### src/hw/rtl/ios_pkg.sv
`default_nettype none
package ios_pkg;

  // field widths of the request and response transactions
  localparam int OPCODE_W = 3;
  localparam int VALUE_W  = 32;
  localparam int INDEX_W  = 6;
  localparam int MCOUNT_W = 7;

  // default store depth
  localparam int CAPACITY_DEF = 64;

  // request opcodes
  typedef enum logic [OPCODE_W-1:0] {
    OP_ADD      = 3'd0,
    OP_REMOVE   = 3'd1,
    OP_CONTAINS = 3'd2,
    OP_CLEAR    = 3'd3,
    OP_READ     = 3'd4
  } ios_op_t;

endpackage
`default_nettype wire

### src/hw/rtl/ios_if.sv
`default_nettype none
// request channel
interface ios_req_if;
  logic                                  valid;
  logic                                  ready;
  logic        [ios_pkg::OPCODE_W-1:0]   opcode;
  logic signed [ios_pkg::VALUE_W-1:0]    value;
  logic        [ios_pkg::INDEX_W-1:0]    index;

  modport source (output valid, output opcode, output value, output index, input ready);
  modport sink   (input valid, input opcode, input value, input index, output ready);
endinterface

// response channel
interface ios_rsp_if;
  logic                                  valid;
  logic                                  ready;
  logic                                  ok;
  logic                                  full_refused;
  logic        [ios_pkg::MCOUNT_W-1:0]   member_count;
  logic signed [ios_pkg::VALUE_W-1:0]    read_value;

  modport source (output valid, output ok, output full_refused, output member_count,
                  output read_value, input ready);
  modport sink   (input valid, input ok, input full_refused, input member_count,
                  input read_value, output ready);
endinterface
`default_nettype wire

### src/hw/rtl/ios_ram.sv
`default_nettype none
module ios_ram #(
  parameter int WIDTH = 32,
  parameter int DEPTH = 64,
  localparam int AW = (DEPTH > 1) ? $clog2(DEPTH) : 1
) (
  input  wire logic             clk,
  input  wire logic             we,
  input  wire logic [AW-1:0]    waddr,
  input  wire logic [WIDTH-1:0] wdata,
  input  wire logic             re,
  input  wire logic [AW-1:0]    raddr,
  output logic      [WIDTH-1:0] rdata
);

  logic [WIDTH-1:0] mem [DEPTH];

  // write port
  always_ff @(posedge clk) begin
    if (we) begin
      mem[waddr] <= wdata;
    end
  end

  // registered read port
  always_ff @(posedge clk) begin
    if (re) begin
      rdata <= mem[raddr];
    end
  end

endmodule
`default_nettype wire

### src/hw/rtl/insertion_ordered_set_store.sv
// add / contains scan the members in order, reading then comparing each one, and stop
// at a match or after the last member; remove, on a match, moves each later member down
// one place (a read, then a write) and then drops the count; read fetches the indexed
// member from the ram; clear, unused opcodes and a read past the members go straight to
// the result; no new request is taken until the result is registered in the output
// register; reset clears the member count and handshake state; the member ram is not cleared
`default_nettype none
module insertion_ordered_set_store #(
  parameter int CAPACITY = ios_pkg::CAPACITY_DEF
) (
  input  wire logic  clk,
  input  wire logic  rst_n,
  ios_req_if.sink    in_req,
  ios_rsp_if.source  out_rsp
);

  localparam int AW = (CAPACITY > 1) ? $clog2(CAPACITY) : 1;
  localparam int CW = $clog2(CAPACITY + 1);
  localparam int XW = (CW > ios_pkg::INDEX_W) ? CW : ios_pkg::INDEX_W;
  localparam int VW = ios_pkg::VALUE_W;

  typedef enum logic [6:0] {
    S_IDLE = 7'b0000001,
    S_SCAN = 7'b0000010,
    S_CMP  = 7'b0000100,
    S_SHRD = 7'b0001000,
    S_SHWR = 7'b0010000,
    S_RDW  = 7'b0100000,
    S_RESP = 7'b1000000
  } state_t;

  state_t            state_r, state_nxt;
  ios_pkg::ios_op_t  op_r, op_nxt;
  logic [VW-1:0]     val_r, val_nxt;
  logic [CW-1:0]     ptr_r, ptr_nxt;
  logic [CW-1:0]     count_r, count_nxt;
  logic              res_ok_r, res_ok_nxt;
  logic              res_full_r, res_full_nxt;
  logic [VW-1:0]     res_rd_r, res_rd_nxt;

  logic              out_valid_r, out_valid_nxt;
  logic              out_ok_r, out_full_r;
  logic [ios_pkg::MCOUNT_W-1:0] out_count_r;
  logic [VW-1:0]     out_rd_r;

  logic              ram_we, ram_re;
  logic [AW-1:0]     ram_waddr, ram_raddr;
  logic [VW-1:0]     ram_wdata, ram_rdata;

  logic              in_fire, out_load, shift_more;
  logic [XW-1:0]     idx_ext, cnt_ext;
  logic [CW:0]       ptr_inc;
  logic [CW+ios_pkg::MCOUNT_W-1:0] mcount_ext;

  // member storage
  ios_ram #(
    .WIDTH (VW),
    .DEPTH (CAPACITY)
  ) u_mem (
    .clk   (clk),
    .we    (ram_we),
    .waddr (ram_waddr),
    .wdata (ram_wdata),
    .re    (ram_re),
    .raddr (ram_raddr),
    .rdata (ram_rdata)
  );

  assign in_req.ready = (state_r == S_IDLE);
  assign in_fire      = in_req.valid && in_req.ready;
  assign out_load     = (state_r == S_RESP) && (!out_valid_r || out_rsp.ready);
  assign idx_ext      = XW'(in_req.index);
  assign cnt_ext      = XW'(count_r);
  assign ptr_inc      = {1'b0, ptr_r} + 1'b1;
  assign shift_more   = (ptr_inc < {1'b0, count_r});
  assign mcount_ext   = {{ios_pkg::MCOUNT_W{1'b0}}, count_r};

  // sequencer: scan, shift and read through the member ram
  always_comb begin
    state_nxt    = state_r;
    op_nxt       = op_r;
    val_nxt      = val_r;
    ptr_nxt      = ptr_r;
    count_nxt    = count_r;
    res_ok_nxt   = res_ok_r;
    res_full_nxt = res_full_r;
    res_rd_nxt   = res_rd_r;
    ram_we       = 1'b0;
    ram_waddr    = ptr_r[AW-1:0];
    ram_wdata    = ram_rdata;
    ram_re       = 1'b0;
    ram_raddr    = ptr_r[AW-1:0];
    case (state_r)
      S_IDLE: begin
        if (in_fire) begin
          op_nxt       = ios_pkg::ios_op_t'(in_req.opcode);
          val_nxt      = in_req.value;
          ptr_nxt      = '0;
          res_ok_nxt   = 1'b0;
          res_full_nxt = 1'b0;
          res_rd_nxt   = '0;
          case (in_req.opcode)
            ios_pkg::OP_ADD, ios_pkg::OP_REMOVE, ios_pkg::OP_CONTAINS: begin
              state_nxt = S_SCAN;
            end
            ios_pkg::OP_CLEAR: begin
              count_nxt = '0;
              state_nxt = S_RESP;
            end
            ios_pkg::OP_READ: begin
              if (idx_ext < cnt_ext) begin
                ram_re    = 1'b1;
                ram_raddr = idx_ext[AW-1:0];
                state_nxt = S_RDW;
              end else begin
                state_nxt = S_RESP;
              end
            end
            default: begin
              state_nxt = S_RESP;
            end
          endcase
        end
      end
      S_SCAN: begin
        if (ptr_r == count_r) begin
          // value absent
          state_nxt = S_RESP;
          if (op_r == ios_pkg::OP_ADD) begin
            if (count_r >= CW'(CAPACITY)) begin
              res_full_nxt = 1'b1;
            end else begin
              ram_we     = 1'b1;
              ram_waddr  = count_r[AW-1:0];
              ram_wdata  = val_r;
              count_nxt  = count_r + 1'b1;
              res_ok_nxt = 1'b1;
            end
          end
        end else begin
          ram_re    = 1'b1;
          state_nxt = S_CMP;
        end
      end
      S_CMP: begin
        if (ram_rdata == val_r) begin
          case (op_r)
            ios_pkg::OP_REMOVE: begin
              state_nxt = S_SHRD;
            end
            ios_pkg::OP_CONTAINS: begin
              res_ok_nxt = 1'b1;
              state_nxt  = S_RESP;
            end
            default: begin
              // duplicate add
              state_nxt = S_RESP;
            end
          endcase
        end else begin
          ptr_nxt   = ptr_inc[CW-1:0];
          state_nxt = S_SCAN;
        end
      end
      S_SHRD: begin
        if (shift_more) begin
          ram_re    = 1'b1;
          ram_raddr = ptr_inc[AW-1:0];
          state_nxt = S_SHWR;
        end else begin
          count_nxt  = count_r - 1'b1;
          res_ok_nxt = 1'b1;
          state_nxt  = S_RESP;
        end
      end
      S_SHWR: begin
        // move the later member down one place
        ram_we    = 1'b1;
        ram_waddr = ptr_r[AW-1:0];
        ram_wdata = ram_rdata;
        ptr_nxt   = ptr_inc[CW-1:0];
        state_nxt = S_SHRD;
      end
      S_RDW: begin
        res_rd_nxt = ram_rdata;
        res_ok_nxt = 1'b1;
        state_nxt  = S_RESP;
      end
      S_RESP: begin
        if (out_load) begin
          state_nxt = S_IDLE;
        end
      end
      default: begin
        state_nxt = S_IDLE;
      end
    endcase
  end

  // output register valid
  always_comb begin
    out_valid_nxt = out_valid_r;
    if (out_load) begin
      out_valid_nxt = 1'b1;
    end else if (out_rsp.ready) begin
      out_valid_nxt = 1'b0;
    end
  end

  // control state
  always_ff @(posedge clk) begin
    if (!rst_n) begin
      state_r     <= S_IDLE;
      count_r     <= '0;
      out_valid_r <= 1'b0;
    end else begin
      state_r     <= state_nxt;
      count_r     <= count_nxt;
      out_valid_r <= out_valid_nxt;
    end
  end

  // request and result payload
  always_ff @(posedge clk) begin
    op_r       <= op_nxt;
    val_r      <= val_nxt;
    ptr_r      <= ptr_nxt;
    res_ok_r   <= res_ok_nxt;
    res_full_r <= res_full_nxt;
    res_rd_r   <= res_rd_nxt;
    if (out_load) begin
      out_ok_r    <= res_ok_r;
      out_full_r  <= res_full_r;
      out_count_r <= mcount_ext[ios_pkg::MCOUNT_W-1:0];
      out_rd_r    <= res_rd_r;
    end
  end

  assign out_rsp.valid        = out_valid_r;
  assign out_rsp.ok           = out_ok_r;
  assign out_rsp.full_refused = out_full_r;
  assign out_rsp.member_count = out_count_r;
  assign out_rsp.read_value   = out_rd_r;

  // checks
  a_count_bound: assert property (@(posedge clk) disable iff (!rst_n)
    count_r <= CW'(CAPACITY))
    else $error("member count above capacity");

  a_write_states: assert property (@(posedge clk) disable iff (!rst_n)
    ram_we |-> (state_r == S_SCAN || state_r == S_SHWR))
    else $error("member ram written outside append or shift");

  a_remove_count: assert property (@(posedge clk) disable iff (!rst_n)
    (state_r == S_SHRD && !shift_more) |=> (count_r == $past(count_r) - 1'b1))
    else $error("remove did not drop the count by one");

  a_clear_count: assert property (@(posedge clk) disable iff (!rst_n)
    (in_fire && in_req.opcode == ios_pkg::OP_CLEAR) |=> (count_r == '0))
    else $error("clear left members behind");

  a_out_hold: assert property (@(posedge clk) disable iff (!rst_n)
    (out_valid_r && !out_rsp.ready) |=> (out_valid_r && $stable(out_count_r)))
    else $error("pending result changed before it was taken");

endmodule
`default_nettype wire
### src/flat_wrapper.sv
// flat-port wrapper written by rule: the top's interface ports become plain ports
module insertion_ordered_set_store_flat 
#(
  parameter int CAPACITY = ios_pkg::CAPACITY_DEF
)
  (clk, rst_n, in_req_valid, in_req_opcode, in_req_value, in_req_index, in_req_ready, out_rsp_valid, out_rsp_ok, out_rsp_full_refused, out_rsp_member_count, out_rsp_read_value, out_rsp_ready);
  ios_req_if in_req_i ();
  ios_rsp_if out_rsp_i ();
  input  wire logic clk;
  input  wire logic rst_n;
  input wire logic [$bits(in_req_i.valid)-1:0] in_req_valid;
  input wire logic [$bits(in_req_i.opcode)-1:0] in_req_opcode;
  input wire logic [$bits(in_req_i.value)-1:0] in_req_value;
  input wire logic [$bits(in_req_i.index)-1:0] in_req_index;
  output wire logic [$bits(in_req_i.ready)-1:0] in_req_ready;
  output wire logic [$bits(out_rsp_i.valid)-1:0] out_rsp_valid;
  output wire logic [$bits(out_rsp_i.ok)-1:0] out_rsp_ok;
  output wire logic [$bits(out_rsp_i.full_refused)-1:0] out_rsp_full_refused;
  output wire logic [$bits(out_rsp_i.member_count)-1:0] out_rsp_member_count;
  output wire logic [$bits(out_rsp_i.read_value)-1:0] out_rsp_read_value;
  input wire logic [$bits(out_rsp_i.ready)-1:0] out_rsp_ready;
  assign in_req_i.valid = in_req_valid;
  assign in_req_i.opcode = in_req_opcode;
  assign in_req_i.value = in_req_value;
  assign in_req_i.index = in_req_index;
  assign in_req_ready = in_req_i.ready;
  assign out_rsp_valid = out_rsp_i.valid;
  assign out_rsp_ok = out_rsp_i.ok;
  assign out_rsp_full_refused = out_rsp_i.full_refused;
  assign out_rsp_member_count = out_rsp_i.member_count;
  assign out_rsp_read_value = out_rsp_i.read_value;
  assign out_rsp_i.ready = out_rsp_ready;
  insertion_ordered_set_store #(.CAPACITY(CAPACITY)) u_core (.clk(clk), .rst_n(rst_n), .in_req(in_req_i), .out_rsp(out_rsp_i));
endmodule
### config.mk
export PLATFORM = sky130hd
export DESIGN_NAME = insertion_ordered_set_store_flat
export DESIGN_NICKNAME = d
export VERILOG_FILES = /design/src/hw/rtl/ios_pkg.sv /design/src/hw/rtl/ios_if.sv /design/src/hw/rtl/ios_ram.sv /design/src/hw/rtl/insertion_ordered_set_store.sv /design/src/flat_wrapper.sv
export SDC_FILE = /design/constraint.sdc
export NUM_CORES = 2
export LEC_CHECK = 0
export BUFFER_PORTS_ARGS = -buffer_cell sky130_fd_sc_hd__buf_2
export CAP_MARGIN = 20
export CORE_MARGIN = 2
export CORE_UTILIZATION = 65
export CTS_BUF_LIST = sky130_fd_sc_hd__clkbuf_8
export DETAILED_ROUTE_END_ITERATION = 16
export GPL_TIMING_DRIVEN = 1
export PLACE_DENSITY_LB_ADDON = 0.08
export SLEW_MARGIN = 40
export SYNTH_ARGS = -nofsm -noshare
export SYNTH_HDL_FRONTEND = slang
export SYNTH_HIERARCHICAL = 1
export SYNTH_SLANG_ARGS = --single-unit
### constraint.sdc
create_clock -name clk -period 9.1 [get_ports clk]
set_input_delay 1.82 -clock clk [delete_from_list [all_inputs] [get_ports clk]]
set_output_delay 1.82 -clock clk [all_outputs]
set_load 0.02 [all_outputs]
==> results.toml <==
[die]
design.die.area_um2 = 134000
die_w_um = 366
placementRows = 132
top_level_ports = 88
start_util = 0.657
die_y_um = 366
core-area_um2 = 130000

[yosys]
ys.flop_type = "edfxtp_1"
syn_inst = 3811
yosysTopAreaCellShare = 0.774
yosysUniqueCellTypes = 69
yosysWarnings = 6
synthArstFlopShare = 0
synth_edf_count = 2197
ys_seq_elements = 2212
synthesis.nets = 3875
synth_area_um2 = 85200
ys_seq_area_frac = 0.778
avgSynthCellArea_um2 = 22.4
synth_area_leaders = "edfxtp_1 (77%), mux4_2 (14%), mux2i_1 (1.2%)"
synth_top_area_cell = "edfxtp_1"

[timing]
fin_crit_ps = 6930
fin_crit_sh = 0.761
relSlewSlack = 0.372
setup_tns_ps = 0
drv_slew = 0
tightest_slew_ps = 942
grt_setup_unrepaired = "no"
fin_ws_ps = 2170
setup_viol = 0
max_freq_mhz = 144
fin_skew_ps = 72.6
hold_viol_final = 0

[finish]
final_cell_area_um2 = 94900
drive_above_1_share = 0.299
synthToLayoutAreaGrowth_pct = 11.3
layout_commonest_cell = "edfxtp_1"
layout_common_cells = "edfxtp_1 (2197), mux4_2 (544), clkbuf_8 (355)"
nNetsFinal = 4258

[global_routing]
track_usage = 0.328
grt_max_degree = 85
grt_pass1_wl_um = 307000
overflow = 0
grt_antenna_before_repair = 17
grt_pass1_vias = 42821

[hold_path]
min_path_cells = 0
hold_path.class = "register to register"

[run_status]
status = "finished, final reports clean"

[power_and_ir_drop]
power_density_nw_per_um2 = 224
power.switching_mw = 5.25
netSwitchingFraction = 0.247
p_leak_nw = 30.1
clkPwrFrac = 0.351
ir_worst_vdd_v = 0.000204
power_frac_comb = 0.115
seqPwrFrac = 0.534
internal_power_mw = 16.0

[clock_network]
cts_hold_buf = 0
cts_tree = "done"
cts.sinks = 2212
clockRootBuffer = "clkbuf_8"
h-tree-depth = 5
cts_buffers = 350
clkTransAtPathRegs_ps = 60
insertion_delay_ps = 1020
cts_resized = 0
post_cts_buffers = 0
clk_path_buf_depth = 4

[drt]
drt_iter0_drc = 6710
via_per_inst = 6.91
ant_nets = 0
drt_pre_antenna_iters = 6
routed_wl_um = 217000
via_count = 42794
wl_per_cell_um = 35.0
drc = 0

[placed_design]
dp_hpwl_um = 123000
place_area_um2 = 88800
dpl_worst_slack_ps = 1560
portBuffers = 87
place_congestion = 0.878

[worst_setup_path]
critPathRequiredTime_ps = 9790
arrival_ps = 7620
crit_type = "register to register"
cp-start-kind = "register"
reg2reg_depth = 18
timing.reg2reg.setup_slack_ps = 2170
critPathMaxFanout = 71
cp-end-kind = "register"

[job]
timing.max_cap.violations = 0
cell type report:
| type | count | area [µm²] |
|---|---|---|
| Multi-Input combinational cell | 1382 | 18600 |
| Inverter | 16 | 60.1 |
| Antenna cell | 6 | 15.0 |
| Sequential cell | 2212 | 66300 |
| Fill cell | 7279 | 35000 |
| Clock buffer | 355 | 4890 |
| Tap cell | 1742 | 2180 |
| Timing Repair Buffer | 232 | 1720 |
| Clock inverter | 244 | 1140 |
cells by family (layout without fill, tap and decap cells):
kind of cell	count (synthesis)	count (layout)	share of synthesized area
DFF	2212	2212	0.778
xor gates and xnor gates	46	46	0.00473
and+or+nand+nor	378	378	0.0220
muxes	676	676	0.160
buffers and inverters	217	847	0.0123
adders and majority gates	19	19	0.00288
AOI/OAI and AO/OA	263	263	0.0207
other	0	6	0
cell usage after synthesis (5+ instances only):
| master | instances |
|---|---|
| buf_1 | 14 |
| nand3_1 | 11 |
| mux2_2 | 27 |
| a21oi_1 | 73 |
| nor2_1 | 169 |
| buf_6 | 9 |
| clkbuf_1 | 94 |
| a41o_1 | 6 |
| nor2b_1 | 24 |
| a221o_1 | 6 |
| mux2i_1 | 99 |
| o21ai_0 | 10 |
| inv_1 | 15 |
| and2_1 | 36 |
| edfxtp_1 | 2197 |
| xnor2_1 | 38 |
| nand4_1 | 16 |
| and3_1 | 6 |
| nand2b_1 | 10 |
| mux4_2 | 544 |
| nor3_1 | 12 |
| buf_2 | 60 |
| ha_1 | 18 |
| a21o_1 | 5 |
| nand3b_1 | 6 |
| nand2_1 | 52 |
| o221ai_1 | 28 |
| o22ai_1 | 85 |
| buf_4 | 24 |
| xor2_1 | 8 |
| dfxtp_1 | 15 |
| a311oi_1 | 8 |
| a22oi_1 | 13 |
| or3_1 | 5 |
| mux2_1 | 6 |
per-stage QoR:
| stage | utilization | std cells | power, mW | hold slack [ps] |
|---|---|---|---|---|
| finish | 0.731 | 6189 | 21.2 | 412 |
| global route | 0.731 | 6185 | 21.9 | 422 |
| CTS | 0.730 | 6182 | 21.3 | 413 |
| detailed placement | 0.684 | 5583 | 14.0 | 405 |
| global placement | 0.682 | 5578 | 13.9 | 402 |
| floorplan | - | 3811 | 13.1 | 400 |
sequential cells by signal, summed over array words and instances, names as in the netlist, 3 cells and up:
| register | count |
|---|---|
| u_core/u_mem/mem | 2048 |
| u_core/out_rsp.member_count | 7 |
| u_core/res_rd_r | 32 |
| u_core/cnt_ext | 7 |
| u_core/op_r | 3 |
| u_core/out_rsp.read_value | 32 |
| u_core/u_mem/rdata | 32 |
| u_core/state_r | 7 |
| u_core/val_r | 32 |
| u_core/ptr_r | 7 |
path summary, 6_finish.rpt:
check                      start                             to
max reg2reg      u_core/ptr_r[1]          u_core/u_mem/rdata[3]
min          u_core/res_rd_r[19]  u_core/out_rsp.read_value[19]
min reg2reg  u_core/res_rd_r[19]  u_core/out_rsp.read_value[19]
max              u_core/ptr_r[1]          u_core/u_mem/rdata[3]
power by group through the flow:
stage	Combinational (mW)	Sequential (mW)	Clock (mW)
CTS	2.43	11.3	7.55
global route	2.55	11.3	7.97
global placement	2.35	11.6	0
floorplan	1.59	11.5	0
detailed placement	2.42	11.6	0
finish	2.45	11.3	7.45
worst max-delay path, stage by stage (launching register included):
cell	delay, ps
edfxtp_1	750
buf_8	240
ha_1	260
nand3_1	150
xnor2_1	360
inv_1	80
ha_1	190
a21o_1	180
a21o_1	210
nor3_2	260
nand2_1	250
nor2_1	200
a221o_4	380
buf_12	440
buf_4	610
mux4_2	410
mux4_2	540
o22ai_1	660
nor2_1	320
routing by layer:
layer / vias up / GRT usage / wire length [µm]
li1: 16893 / - / -
met1: 22359 / 0.468 / 77800
met2: 3028 / 0.501 / 102000
met3: 506 / 0.0785 / 28000
met4: 8 / 0.133 / 9010
met5: - / 0 / 64
No activity file was read; power rests on OpenSTA's default activity.
